<file path="config.mk">
export PLATFORM = sky130hd
export DESIGN_NAME = sliding_window_rate_meter
export DESIGN_NICKNAME = d
export VERILOG_FILES = /design/src/design/swrm_pkg.sv /design/src/design/swrm_dpath.sv /design/src/design/swrm_ctrl.sv /design/src/design/sliding_window_rate_meter.sv
export SDC_FILE = /design/constraint.sdc
export NUM_CORES = 2
export LEC_CHECK = 0
export CAP_MARGIN = 20
export CORE_MARGIN = 1
export CORE_UTILIZATION = 30
export DETAILED_ROUTE_END_ITERATION = 10
export DONT_BUFFER_PORTS = 1
export MAX_ROUTING_LAYER = met4
export PLACE_DENSITY_LB_ADDON = 0.3
export SYNTH_ARGS = -nofsm -noshare
export SYNTH_HDL_FRONTEND = slang
export SYNTH_HIERARCHICAL = 1
export SYNTH_SLANG_ARGS = --single-unit
export TNS_END_PERCENT = 1
</file>
<file path="constraint.sdc">
create_clock -name clk_i -period 27.7 [get_ports clk_i]
set_input_delay 5.54 -clock clk_i [delete_from_list [all_inputs] [get_ports clk_i]]
set_output_delay 5.54 -clock clk_i [all_outputs]
set_load 0.05 [all_outputs]
</file>
<file path="src/design/swrm_pkg.sv">
// Shared types and constants for the sliding-window rate meter.
// Used by swrm_ctrl, swrm_dpath and sliding_window_rate_meter; no dependencies.
`timescale 1ns / 1ps
`default_nettype none

package swrm_pkg;

  localparam int unsigned CfgIdxW = 2;
  localparam int unsigned CfgDataW = 32;

  localparam logic [CfgIdxW-1:0] CFG_LIFETIME = 2'd0;
  localparam logic [CfgIdxW-1:0] CFG_INTERVAL = 2'd1;

  localparam logic [31:0] LifetimeReset = 32'd5000;
  localparam logic [31:0] IntervalReset = 32'd1000;

  localparam logic [9:0] MsPerSec = 10'd1000;

  localparam logic [1:0] REQ_SENT  = 2'd0;
  localparam logic [1:0] REQ_RECV  = 2'd1;
  localparam logic [1:0] REQ_QUERY = 2'd2;
  localparam logic [1:0] REQ_START = 2'd3;

  typedef struct packed {
    logic [1:0]  req_type;
    logic [15:0] byte_count;
    logic [31:0] now_ms;
  } req_t;

  typedef struct packed {
    logic [47:0] total_sent;
    logic [47:0] total_received;
    logic [31:0] speed_bps;
    logic        speed_saturated;
    logic [31:0] session_duration;
    logic        overflow;
  } rsp_t;

  // Commands from the controller to the datapath.
  typedef struct packed {
    logic load_req;
    logic clr_session;
    logic rd_head;
    logic drop;
    logic push;
    logic set_ovf;
    logic mark_sweep;
    logic set_sat;
    logic div_load;
    logic div_step;
    logic div_fin;
    logic load_out;
  } cmd_t;

  // Status from the datapath to the controller.
  typedef struct packed {
    logic [1:0] kind;
    logic       full;
    logic       empty;
    logic       sweep_due;
    logic       expired;
    logic       age_zero;
    logic       div_last;
  } sts_t;

endpackage

`default_nettype wire

</file>
<file path="src/design/swrm_dpath.sv">
// Datapath of the rate meter: sample memory, totals, window sum, divider, result register.
// Depends on swrm_pkg; driven by the command struct from swrm_ctrl.
`timescale 1ns / 1ps
`default_nettype none

module swrm_dpath #(
  parameter int unsigned WINDOW_DEPTH = 64
) (
  input  wire                          clk_i,
  input  wire                          rst_ni,
  input  swrm_pkg::req_t               in_req_i,
  input  wire                          cfg_valid_i,
  input  wire [swrm_pkg::CfgIdxW-1:0]  cfg_index_i,
  input  wire [swrm_pkg::CfgDataW-1:0] cfg_data_i,
  input  swrm_pkg::cmd_t               cmd_i,
  output swrm_pkg::sts_t               sts_o,
  output swrm_pkg::rsp_t               rsp_o
);
  import swrm_pkg::*;

  localparam int unsigned PtrW  = (WINDOW_DEPTH > 1) ? $clog2(WINDOW_DEPTH) : 1;
  localparam int unsigned CntW  = $clog2(WINDOW_DEPTH + 1);
  localparam int unsigned SumW  = 16 + PtrW;
  localparam int unsigned NumW  = SumW + 10;
  localparam int unsigned QW    = (NumW > 32) ? NumW : 33;
  localparam int unsigned DcntW = $clog2(QW);

  logic [31:0] stamp_mem [WINDOW_DEPTH];
  logic [15:0] size_mem  [WINDOW_DEPTH];

  req_t            req_q;
  logic [31:0]     lifetime_q, interval_q;
  logic [PtrW-1:0] head_q;
  logic [CntW-1:0] fill_q;
  logic [SumW-1:0] sum_q;
  logic [47:0]     sent_q, recv_q;
  logic [31:0]     begin_q, sweep_q;
  logic [31:0]     rd_stamp_q;
  logic [15:0]     rd_size_q;
  logic [QW-1:0]   num_q;
  logic [31:0]     rem_q, den_q;
  logic [DcntW-1:0] dcnt_q;
  logic [31:0]     spd_q;
  logic            sat_q, ovf_q;
  rsp_t            rsp_q;

  logic [CntW:0]   tail_sum;
  logic [PtrW-1:0] tail;
  logic [PtrW-1:0] head_inc;
  logic [31:0]     age;
  logic [NumW-1:0] prod;
  logic [32:0]     rem_sh;
  logic            ge;

  always_comb begin
    tail_sum = (CntW+1)'(head_q) + (CntW+1)'(fill_q);
    if (tail_sum >= (CntW+1)'(WINDOW_DEPTH)) begin
      tail = PtrW'(tail_sum - (CntW+1)'(WINDOW_DEPTH));
    end else begin
      tail = PtrW'(tail_sum);
    end
    head_inc = (head_q == PtrW'(WINDOW_DEPTH - 1)) ? '0 : head_q + PtrW'(1);
    age      = req_q.now_ms - rd_stamp_q;
    prod     = NumW'(sum_q) * NumW'(MsPerSec);
    rem_sh   = {rem_q, num_q[QW-1]};
    ge       = rem_sh >= {1'b0, den_q};
  end

  assign sts_o.kind      = req_q.req_type;
  assign sts_o.full      = (fill_q == CntW'(WINDOW_DEPTH));
  assign sts_o.empty     = (fill_q == '0);
  assign sts_o.sweep_due = ((req_q.now_ms - sweep_q) >= interval_q);
  assign sts_o.expired   = (age > lifetime_q);
  assign sts_o.age_zero  = (age == '0);
  assign sts_o.div_last  = (dcnt_q == DcntW'(QW - 1));
  assign rsp_o           = rsp_q;

  // Sample memory: one write port at the tail, one registered read at the head.
  always_ff @(posedge clk_i) begin
    if (cmd_i.push) begin
      stamp_mem[tail] <= req_q.now_ms;
      size_mem[tail]  <= req_q.byte_count;
    end
    if (cmd_i.rd_head) begin
      rd_stamp_q <= stamp_mem[head_q];
      rd_size_q  <= size_mem[head_q];
    end
  end

  always_ff @(posedge clk_i or negedge rst_ni) begin
    if (!rst_ni) begin
      lifetime_q <= LifetimeReset;
      interval_q <= IntervalReset;
      head_q     <= '0;
      fill_q     <= '0;
      sum_q      <= '0;
      sent_q     <= '0;
      recv_q     <= '0;
      begin_q    <= '0;
      sweep_q    <= '0;
    end else begin
      if (cfg_valid_i) begin
        case (cfg_index_i)
          CFG_LIFETIME: lifetime_q <= cfg_data_i;
          CFG_INTERVAL: interval_q <= cfg_data_i;
          default: ;
        endcase
      end
      if (cmd_i.clr_session) begin
        head_q  <= '0;
        fill_q  <= '0;
        sum_q   <= '0;
        sent_q  <= '0;
        recv_q  <= '0;
        begin_q <= req_q.now_ms;
      end
      if (cmd_i.drop) begin
        sum_q  <= sum_q - SumW'(rd_size_q);
        head_q <= head_inc;
        fill_q <= fill_q - CntW'(1);
      end
      if (cmd_i.push) begin
        sum_q  <= sum_q + SumW'(req_q.byte_count);
        fill_q <= fill_q + CntW'(1);
        if (req_q.req_type == REQ_SENT) begin
          sent_q <= sent_q + 48'(req_q.byte_count);
        end else begin
          recv_q <= recv_q + 48'(req_q.byte_count);
        end
      end
      if (cmd_i.mark_sweep) begin
        sweep_q <= req_q.now_ms;
      end
    end
  end

  // Item register, restoring divider and result register.
  always_ff @(posedge clk_i) begin
    if (cmd_i.load_req) begin
      req_q <= in_req_i;
      spd_q <= '0;
      sat_q <= 1'b0;
      ovf_q <= 1'b0;
    end
    if (cmd_i.set_ovf) begin
      ovf_q <= 1'b1;
    end
    if (cmd_i.set_sat) begin
      spd_q <= '1;
      sat_q <= 1'b1;
    end
    if (cmd_i.div_load) begin
      num_q  <= QW'(prod);
      rem_q  <= '0;
      den_q  <= age;
      dcnt_q <= '0;
    end
    if (cmd_i.div_step) begin
      rem_q  <= ge ? 32'(rem_sh - {1'b0, den_q}) : rem_sh[31:0];
      num_q  <= {num_q[QW-2:0], ge};
      dcnt_q <= dcnt_q + DcntW'(1);
    end
    if (cmd_i.div_fin) begin
      // A quotient beyond 32 bits clamps to the largest speed.
      spd_q <= (|num_q[QW-1:32]) ? '1 : num_q[31:0];
    end
    if (cmd_i.load_out) begin
      rsp_q.total_sent       <= sent_q;
      rsp_q.total_received   <= recv_q;
      rsp_q.speed_bps        <= spd_q;
      rsp_q.speed_saturated  <= sat_q;
      rsp_q.session_duration <= req_q.now_ms - begin_q;
      rsp_q.overflow         <= ovf_q;
    end
  end

endmodule

`default_nettype wire

</file>
<file path="src/design/swrm_ctrl.sv">
// Controller of the rate meter: sequences push, expiry, query and division steps.
// Depends on swrm_pkg; steers swrm_dpath through cmd_t and reads sts_t.
`timescale 1ns / 1ps
`default_nettype none

module swrm_ctrl (
  input  wire             clk_i,
  input  wire             rst_ni,
  input  wire             in_valid_i,
  output logic            in_ready_o,
  output logic            out_valid_o,
  input  wire             out_ready_i,
  input  swrm_pkg::sts_t  sts_i,
  output swrm_pkg::cmd_t  cmd_o
);
  import swrm_pkg::*;

  typedef enum logic [3:0] {
    S_IDLE,
    S_DISPATCH,
    S_FULL_RD,
    S_FULL_DROP,
    S_PUSH,
    S_SWP_CHK,
    S_SWP_RD,
    S_SWP_TEST,
    S_QRY_RD,
    S_QRY_AGE,
    S_DIV,
    S_DIV_END,
    S_DONE
  } state_e;

  state_e state_q, state_d;
  logic   out_valid_q, out_valid_d;
  logic   is_query;

  assign is_query    = (sts_i.kind == REQ_QUERY);
  assign in_ready_o  = (state_q == S_IDLE);
  assign out_valid_o = out_valid_q;

  always_comb begin
    state_d     = state_q;
    out_valid_d = out_valid_q;
    cmd_o       = '0;
    if (out_valid_q && out_ready_i) begin
      out_valid_d = 1'b0;
    end
    case (state_q)
      S_IDLE: begin
        if (in_valid_i) begin
          cmd_o.load_req = 1'b1;
          state_d        = S_DISPATCH;
        end
      end
      S_DISPATCH: begin
        case (sts_i.kind)
          REQ_SENT, REQ_RECV: state_d = sts_i.full ? S_FULL_RD : S_PUSH;
          REQ_QUERY:          state_d = S_SWP_CHK;
          default: begin
            cmd_o.clr_session = 1'b1;
            state_d           = S_DONE;
          end
        endcase
      end
      S_FULL_RD: begin
        cmd_o.rd_head = 1'b1;
        state_d       = S_FULL_DROP;
      end
      S_FULL_DROP: begin
        cmd_o.drop    = 1'b1;
        cmd_o.set_ovf = 1'b1;
        state_d       = S_PUSH;
      end
      S_PUSH: begin
        cmd_o.push = 1'b1;
        state_d    = S_SWP_CHK;
      end
      S_SWP_CHK: begin
        if (sts_i.sweep_due) begin
          state_d = S_SWP_RD;
        end else begin
          state_d = is_query ? S_QRY_RD : S_DONE;
        end
      end
      S_SWP_RD: begin
        if (sts_i.empty) begin
          cmd_o.mark_sweep = 1'b1;
          state_d          = is_query ? S_QRY_RD : S_DONE;
        end else begin
          cmd_o.rd_head = 1'b1;
          state_d       = S_SWP_TEST;
        end
      end
      S_SWP_TEST: begin
        if (sts_i.expired) begin
          cmd_o.drop = 1'b1;
          state_d    = S_SWP_RD;
        end else begin
          cmd_o.mark_sweep = 1'b1;
          state_d          = is_query ? S_QRY_RD : S_DONE;
        end
      end
      S_QRY_RD: begin
        if (sts_i.empty) begin
          state_d = S_DONE;
        end else begin
          cmd_o.rd_head = 1'b1;
          state_d       = S_QRY_AGE;
        end
      end
      S_QRY_AGE: begin
        if (sts_i.age_zero) begin
          cmd_o.set_sat = 1'b1;
          state_d       = S_DONE;
        end else begin
          cmd_o.div_load = 1'b1;
          state_d        = S_DIV;
        end
      end
      S_DIV: begin
        cmd_o.div_step = 1'b1;
        if (sts_i.div_last) begin
          state_d = S_DIV_END;
        end
      end
      S_DIV_END: begin
        cmd_o.div_fin = 1'b1;
        state_d       = S_DONE;
      end
      S_DONE: begin
        // Wait until the result register is free or is being emptied.
        if (!out_valid_q || out_ready_i) begin
          cmd_o.load_out = 1'b1;
          out_valid_d    = 1'b1;
          state_d        = S_IDLE;
        end
      end
      default: state_d = S_IDLE;
    endcase
  end

  always_ff @(posedge clk_i or negedge rst_ni) begin
    if (!rst_ni) begin
      state_q     <= S_IDLE;
      out_valid_q <= 1'b0;
    end else begin
      state_q     <= state_d;
      out_valid_q <= out_valid_d;
    end
  end

endmodule

`default_nettype wire

</file>
<file path="src/design/sliding_window_rate_meter.sv">
// Sliding-window rate meter: controller plus datapath.
// Depends on swrm_pkg, swrm_ctrl and swrm_dpath.
//
// Usage: items (sent, received, speed query, start session) arrive on the
// in_valid_i/in_ready_o channel, each giving exactly one result on the
// out_valid_o/out_ready_i channel. The configuration channel (cfg_valid_i,
// cfg_index_i, cfg_data_i) is always ready; index 0 sets the sample lifetime
// and index 1 the cleanup interval, both in milliseconds.
// One item is worked on at a time. A start-session item clears the session. A
// sample item reads and drops the oldest sample first when the window is full,
// then pushes. A query checks the age of the oldest sample when the window
// holds samples and runs the QW-bit bit-serial divider when the age is not zero
// (QW is 33 at the default depth of 64). Sample items and queries run an expiry
// pass once the cleanup interval has elapsed: on an empty window it only marks
// the sweep, otherwise each popped sample costs a read and a test state. in_ready_o
// returns in the cycle after the load. The result sits in an output register: a
// new item is taken while it waits, and only the final load stalls if the
// receiver has not yet taken the last result. Reset empties the window, clears
// the totals and restores the default register values; no clearing pass is needed.
`timescale 1ns / 1ps
`default_nettype none

module sliding_window_rate_meter #(
  parameter int unsigned WINDOW_DEPTH = 64
) (
  input  wire                          clk_i,
  input  wire                          rst_ni,
  input  wire                          in_valid_i,
  output logic                         in_ready_o,
  input  swrm_pkg::req_t               in_req_i,
  output logic                         out_valid_o,
  input  wire                          out_ready_i,
  output swrm_pkg::rsp_t               out_rsp_o,
  input  wire                          cfg_valid_i,
  output logic                         cfg_ready_o,
  input  wire [swrm_pkg::CfgIdxW-1:0]  cfg_index_i,
  input  wire [swrm_pkg::CfgDataW-1:0] cfg_data_i
);
  import swrm_pkg::*;

  cmd_t cmd;
  sts_t sts;

  assign cfg_ready_o = 1'b1;

  swrm_ctrl u_ctrl (
    .clk_i       (clk_i),
    .rst_ni      (rst_ni),
    .in_valid_i  (in_valid_i),
    .in_ready_o  (in_ready_o),
    .out_valid_o (out_valid_o),
    .out_ready_i (out_ready_i),
    .sts_i       (sts),
    .cmd_o       (cmd)
  );

  swrm_dpath #(
    .WINDOW_DEPTH (WINDOW_DEPTH)
  ) u_dpath (
    .clk_i       (clk_i),
    .rst_ni      (rst_ni),
    .in_req_i    (in_req_i),
    .cfg_valid_i (cfg_valid_i),
    .cfg_index_i (cfg_index_i),
    .cfg_data_i  (cfg_data_i),
    .cmd_i       (cmd),
    .sts_o       (sts),
    .rsp_o       (out_rsp_o)
  );

endmodule

`default_nettype wire

</file>
==> flow_summary.yaml <==
outcome:
  status: "finished with violations"
  violations: "max-slew violations"
critical_path:
  cp_num_buf_inv: 1
  path_cells: "nor4_2 > buf_4"
  worstPathRequired_ps: 22160
  endpoint_kind: "output pin"
  path_class: "reg -> out"
  startpoint_type: "flop"
  critPathLaunch: "u_ctrl/state_q[2]"
  rr_worst_depth: 26
  arrival_ps: 2230
  rr_startpoint: "u_dpath/req_q[4]"
  critPathMaxStageDelay_ps: 600
  cp_num_cells: 2
  slowest_stage: "dfrtp_1"
  path_max_fanout: 16
  cp_top_family: "flip-flops"
clock_network:
  cts.repair.resized: 0
  ctsRootBufferMaster: "clkbuf_16"
  hold_buffers: 0
  htreeDepth: 5
  insertion_delay_ps: 1010
  numCtsBuffers: 382
  cts.sinks: 3733
  cts_setup_buffers: 0
  clkTransAtPathRegs_ps: 60
  tritoncts: "built"
  cts_buffer_depth: 4
pwr:
  p_sw_share_pct: 36.8
  combPwrFrac_pct: 41.7
  seqPwrFrac_pct: 33.8
  p_per_area_mw_per_mm2: 119
  clock_power_share_pct: 24.5
  leakage_nw: 58.8
  net-switching-power_mw: 7.85
  peakVddDrop_mv: 0.380
  p_int_mw: 13.5
yosys:
  postSynthCellCount: 8841
  synth-edff-count: 3467
  yosys.area.top_type: "edfxtp_1"
  ys_warn_count: 6
  synth.area.top_cells: "edfxtp_1, mux4_2, dfrtp_1, ha_1, mux2i_1"
  synth.avg_cell_area_sq_um: 17.8
  netlist_area_sq_mm: 0.157
  synthArstFlopShare_pct: 7.07
  synthDominantCellAreaShare_pct: 66.3
  synth_nets: 9351
  ys_seq_elements: 3733
  yosysSeqAreaShare_pct: 70.5
  yosysUniqueCellTypes: 96
  synthFlopType: "edfxtp_1"
timing:
  rsz0062_at_grt: "false"
  min_period_over_period_pct: 28.1
  tightest_slew_ps: 1550
  clock_skew_ps: 114
  timing_hold_violations_final: 0
  drv_slew: 56
  clock.fmax_mhz: 129
  final-setup-viol-count: 0
  relSlewSlack_pct: -3.46
  post-route-min-period_ps: 7770
  fin_hold_ws_ps: 360
  setup_tns_ps: 0
floorplanning:
  core_area_sq_mm: 0.521
  initial_core_util_pct: 30.1
  die_h_um: 726
  fp-row-count: 265
  die_width_um: 726
  pin_count: 254
  fp.dieArea_sq_mm: 0.526
grt:
  track_usage_pct: 18.2
  grt_pass1_vias: 85000
  grt-ovfl-total: 0
  grt_antenna_before_repair: 73
  grt_pass1_wl_mm: 667
  grt_max_degree: 265
routing:
  routed-wl-met2_mm: 229
  final_antenna_net_count: 0
  wl_met1_mm: 200
  dr.max_layer_used: "met4"
  viasPerCell: 5.26
  drc: 0
  vias: 86800
  drtIter0Drc: 10200
  first_pass_iters: 6
  drt-total-wl_mm: 482
  wl_met3_mm: 34.3
  wire_per_inst_um: 29.2
final_layout:
  layout.cells.non_filler: 16500
  fin_nets: 9579
  nFillCells: 48800
  syn_to_final_growth_pct: 14.7
  drive_gt1_share_pct: 18.9
place:
  dp.cells: 15600
  place.port_buffers: 0
  dp_hpwl_mm: 280
  globalplace.congestion: 0.849
worst_hold_path:
  min_path_cells: 0
  hold_start: "u_dpath/spd_q[30]"
  min_path_type: "reg -> reg"
run:
  cap_violations: 0
-- power by group through the flow --
| stage | clock, mW | sequential [mW] | combinational, mW |
|---|---|---|---|
| 4_1_cts | 5.32 | 7.22 | 8.94 |
| 2_1_floorplan | 0 | 7.30 | 6.23 |
| 3_3_place_gp | 0 | 7.33 | 8.76 |
| 6_report | 5.23 | 7.22 | 8.92 |
| 3_5_place_dp | 0 | 7.34 | 8.89 |
| 5_1_grt | 5.52 | 7.25 | 9.79 |
-- layout by cell type, fill, tap and decap left out, drive strengths merged, types with 18 or more instances in the layout --
cell type / n
a21oi: 341
a21o: 93
fa: 87
inv: 413
mux2: 41
diode: 195
o21a: 86
ha: 334
clkinvlp: 18
dfrtp: 253
o21ai: 338
o31ai: 19
a211oi: 34
nor3: 55
o221ai: 136
nor2: 327
mux4: 776
xor2: 76
nor4: 21
nor2b: 42
a31oi: 73
o22ai: 57
nand2: 387
or3: 19
bufinv: 40
o21bai: 21
a221oi: 19
o211ai: 19
nand3: 116
xnor2: 138
clkinv: 166
buf: 245
nand2b: 42
and2: 24
nand4: 44
mux2i: 319
clkbuf: 458
and3: 40
edfxtp: 3467
-- synthesized netlist by cell type, types with 86 or more instances --
library cell,instances
a21oi_1,341
clkbuf_1,265
edfxtp_1,3467
o21ai_0,333
o221ai_1,136
mux4_2,776
mux2i_1,319
inv_1,398
dfrtp_1,253
nand3_1,116
ha_1,334
o21a_1,86
nor2_1,326
xnor2_1,138
fa_1,87
nand2_1,387
a21o_1,93
-- per-layer routing --
metal	vias to the layer above	GRT usage [%]
met1	46300	24.0
met5	-	-
li1	36000	-
met3	678	2.68
met4	0	6.23
met2	3799	28.9
-- state kept, by name, summed over array words and instances (netlist names), 33 cells and up --
signal and flops:
u_dpath/num_q 33, u_dpath/req_q 48, u_dpath/recv_q 48, u_dpath/stamp_mem 2048, u_dpath/sent_q 48, u_dpath/rsp_o 162, u_dpath/size_mem 1024
-- worst paths after layout --
check | to | slack (ps)
min in group asynchronous | u_dpath/lifetime_q[13] | 4280
max reg2reg | u_dpath/head_q[2] | 20380
max in group asynchronous | u_dpath/recv_q[33] | 22130
min reg2reg | u_dpath/rsp_o[64] | 360
min | u_dpath/rsp_o[64] | 360
max | in_ready_o | 19930
-- worst reg2reg max path: cells and delay by family, from the launching register on --
family	cells	cell delay [ps]
AOI/OAI and AO/OA	13	2400
DFF	1	660
xor gates and xnor gates	1	230
buffers and inverters	2	890
adders and majority gates	2	750
and+or+nand+nor	8	2250
-- per-stage QoR --
step	instance area [sq um]	power (mW)	utilization (%)	setup slack, ps
after floorplan	157000	13.5	-	14200
after global placement	167000	16.1	32.0	19930
after detailed placement	167000	16.2	32.0	20250
after CTS	180000	21.5	34.4	19830
after global routing	180000	22.6	34.5	19790
final	180000	21.4	34.6	19930
-- area by class of cell --
type	instances	area [sq um]	share of cell area, %
diodes	195	488	0.271
clock buffers	458	10100	5.62
clock inverters	238	2450	1.36
inverters	399	1510	0.837
multi-input cells	4308	43900	24.4
flip-flops and latches	3733	111000	61.5
well taps	6942	8690	4.82
repair buffers	245	2130	1.18
-- cell families (layout without fill, tap and decap cells) --
family	count (synthesis)	after routing	share of synthesized area, %
flops	3733	3733	70.5
compound gates	1363	1363	5.59
simple gates	1173	1173	3.49
mux	1136	1136	13.5
buf+inv	800	1340	1.97
fa+ha+maj	421	421	3.77
xor+xnor	214	214	1.19
other cells	1	196	0.00239
Power figures use the tool's default switching activity.
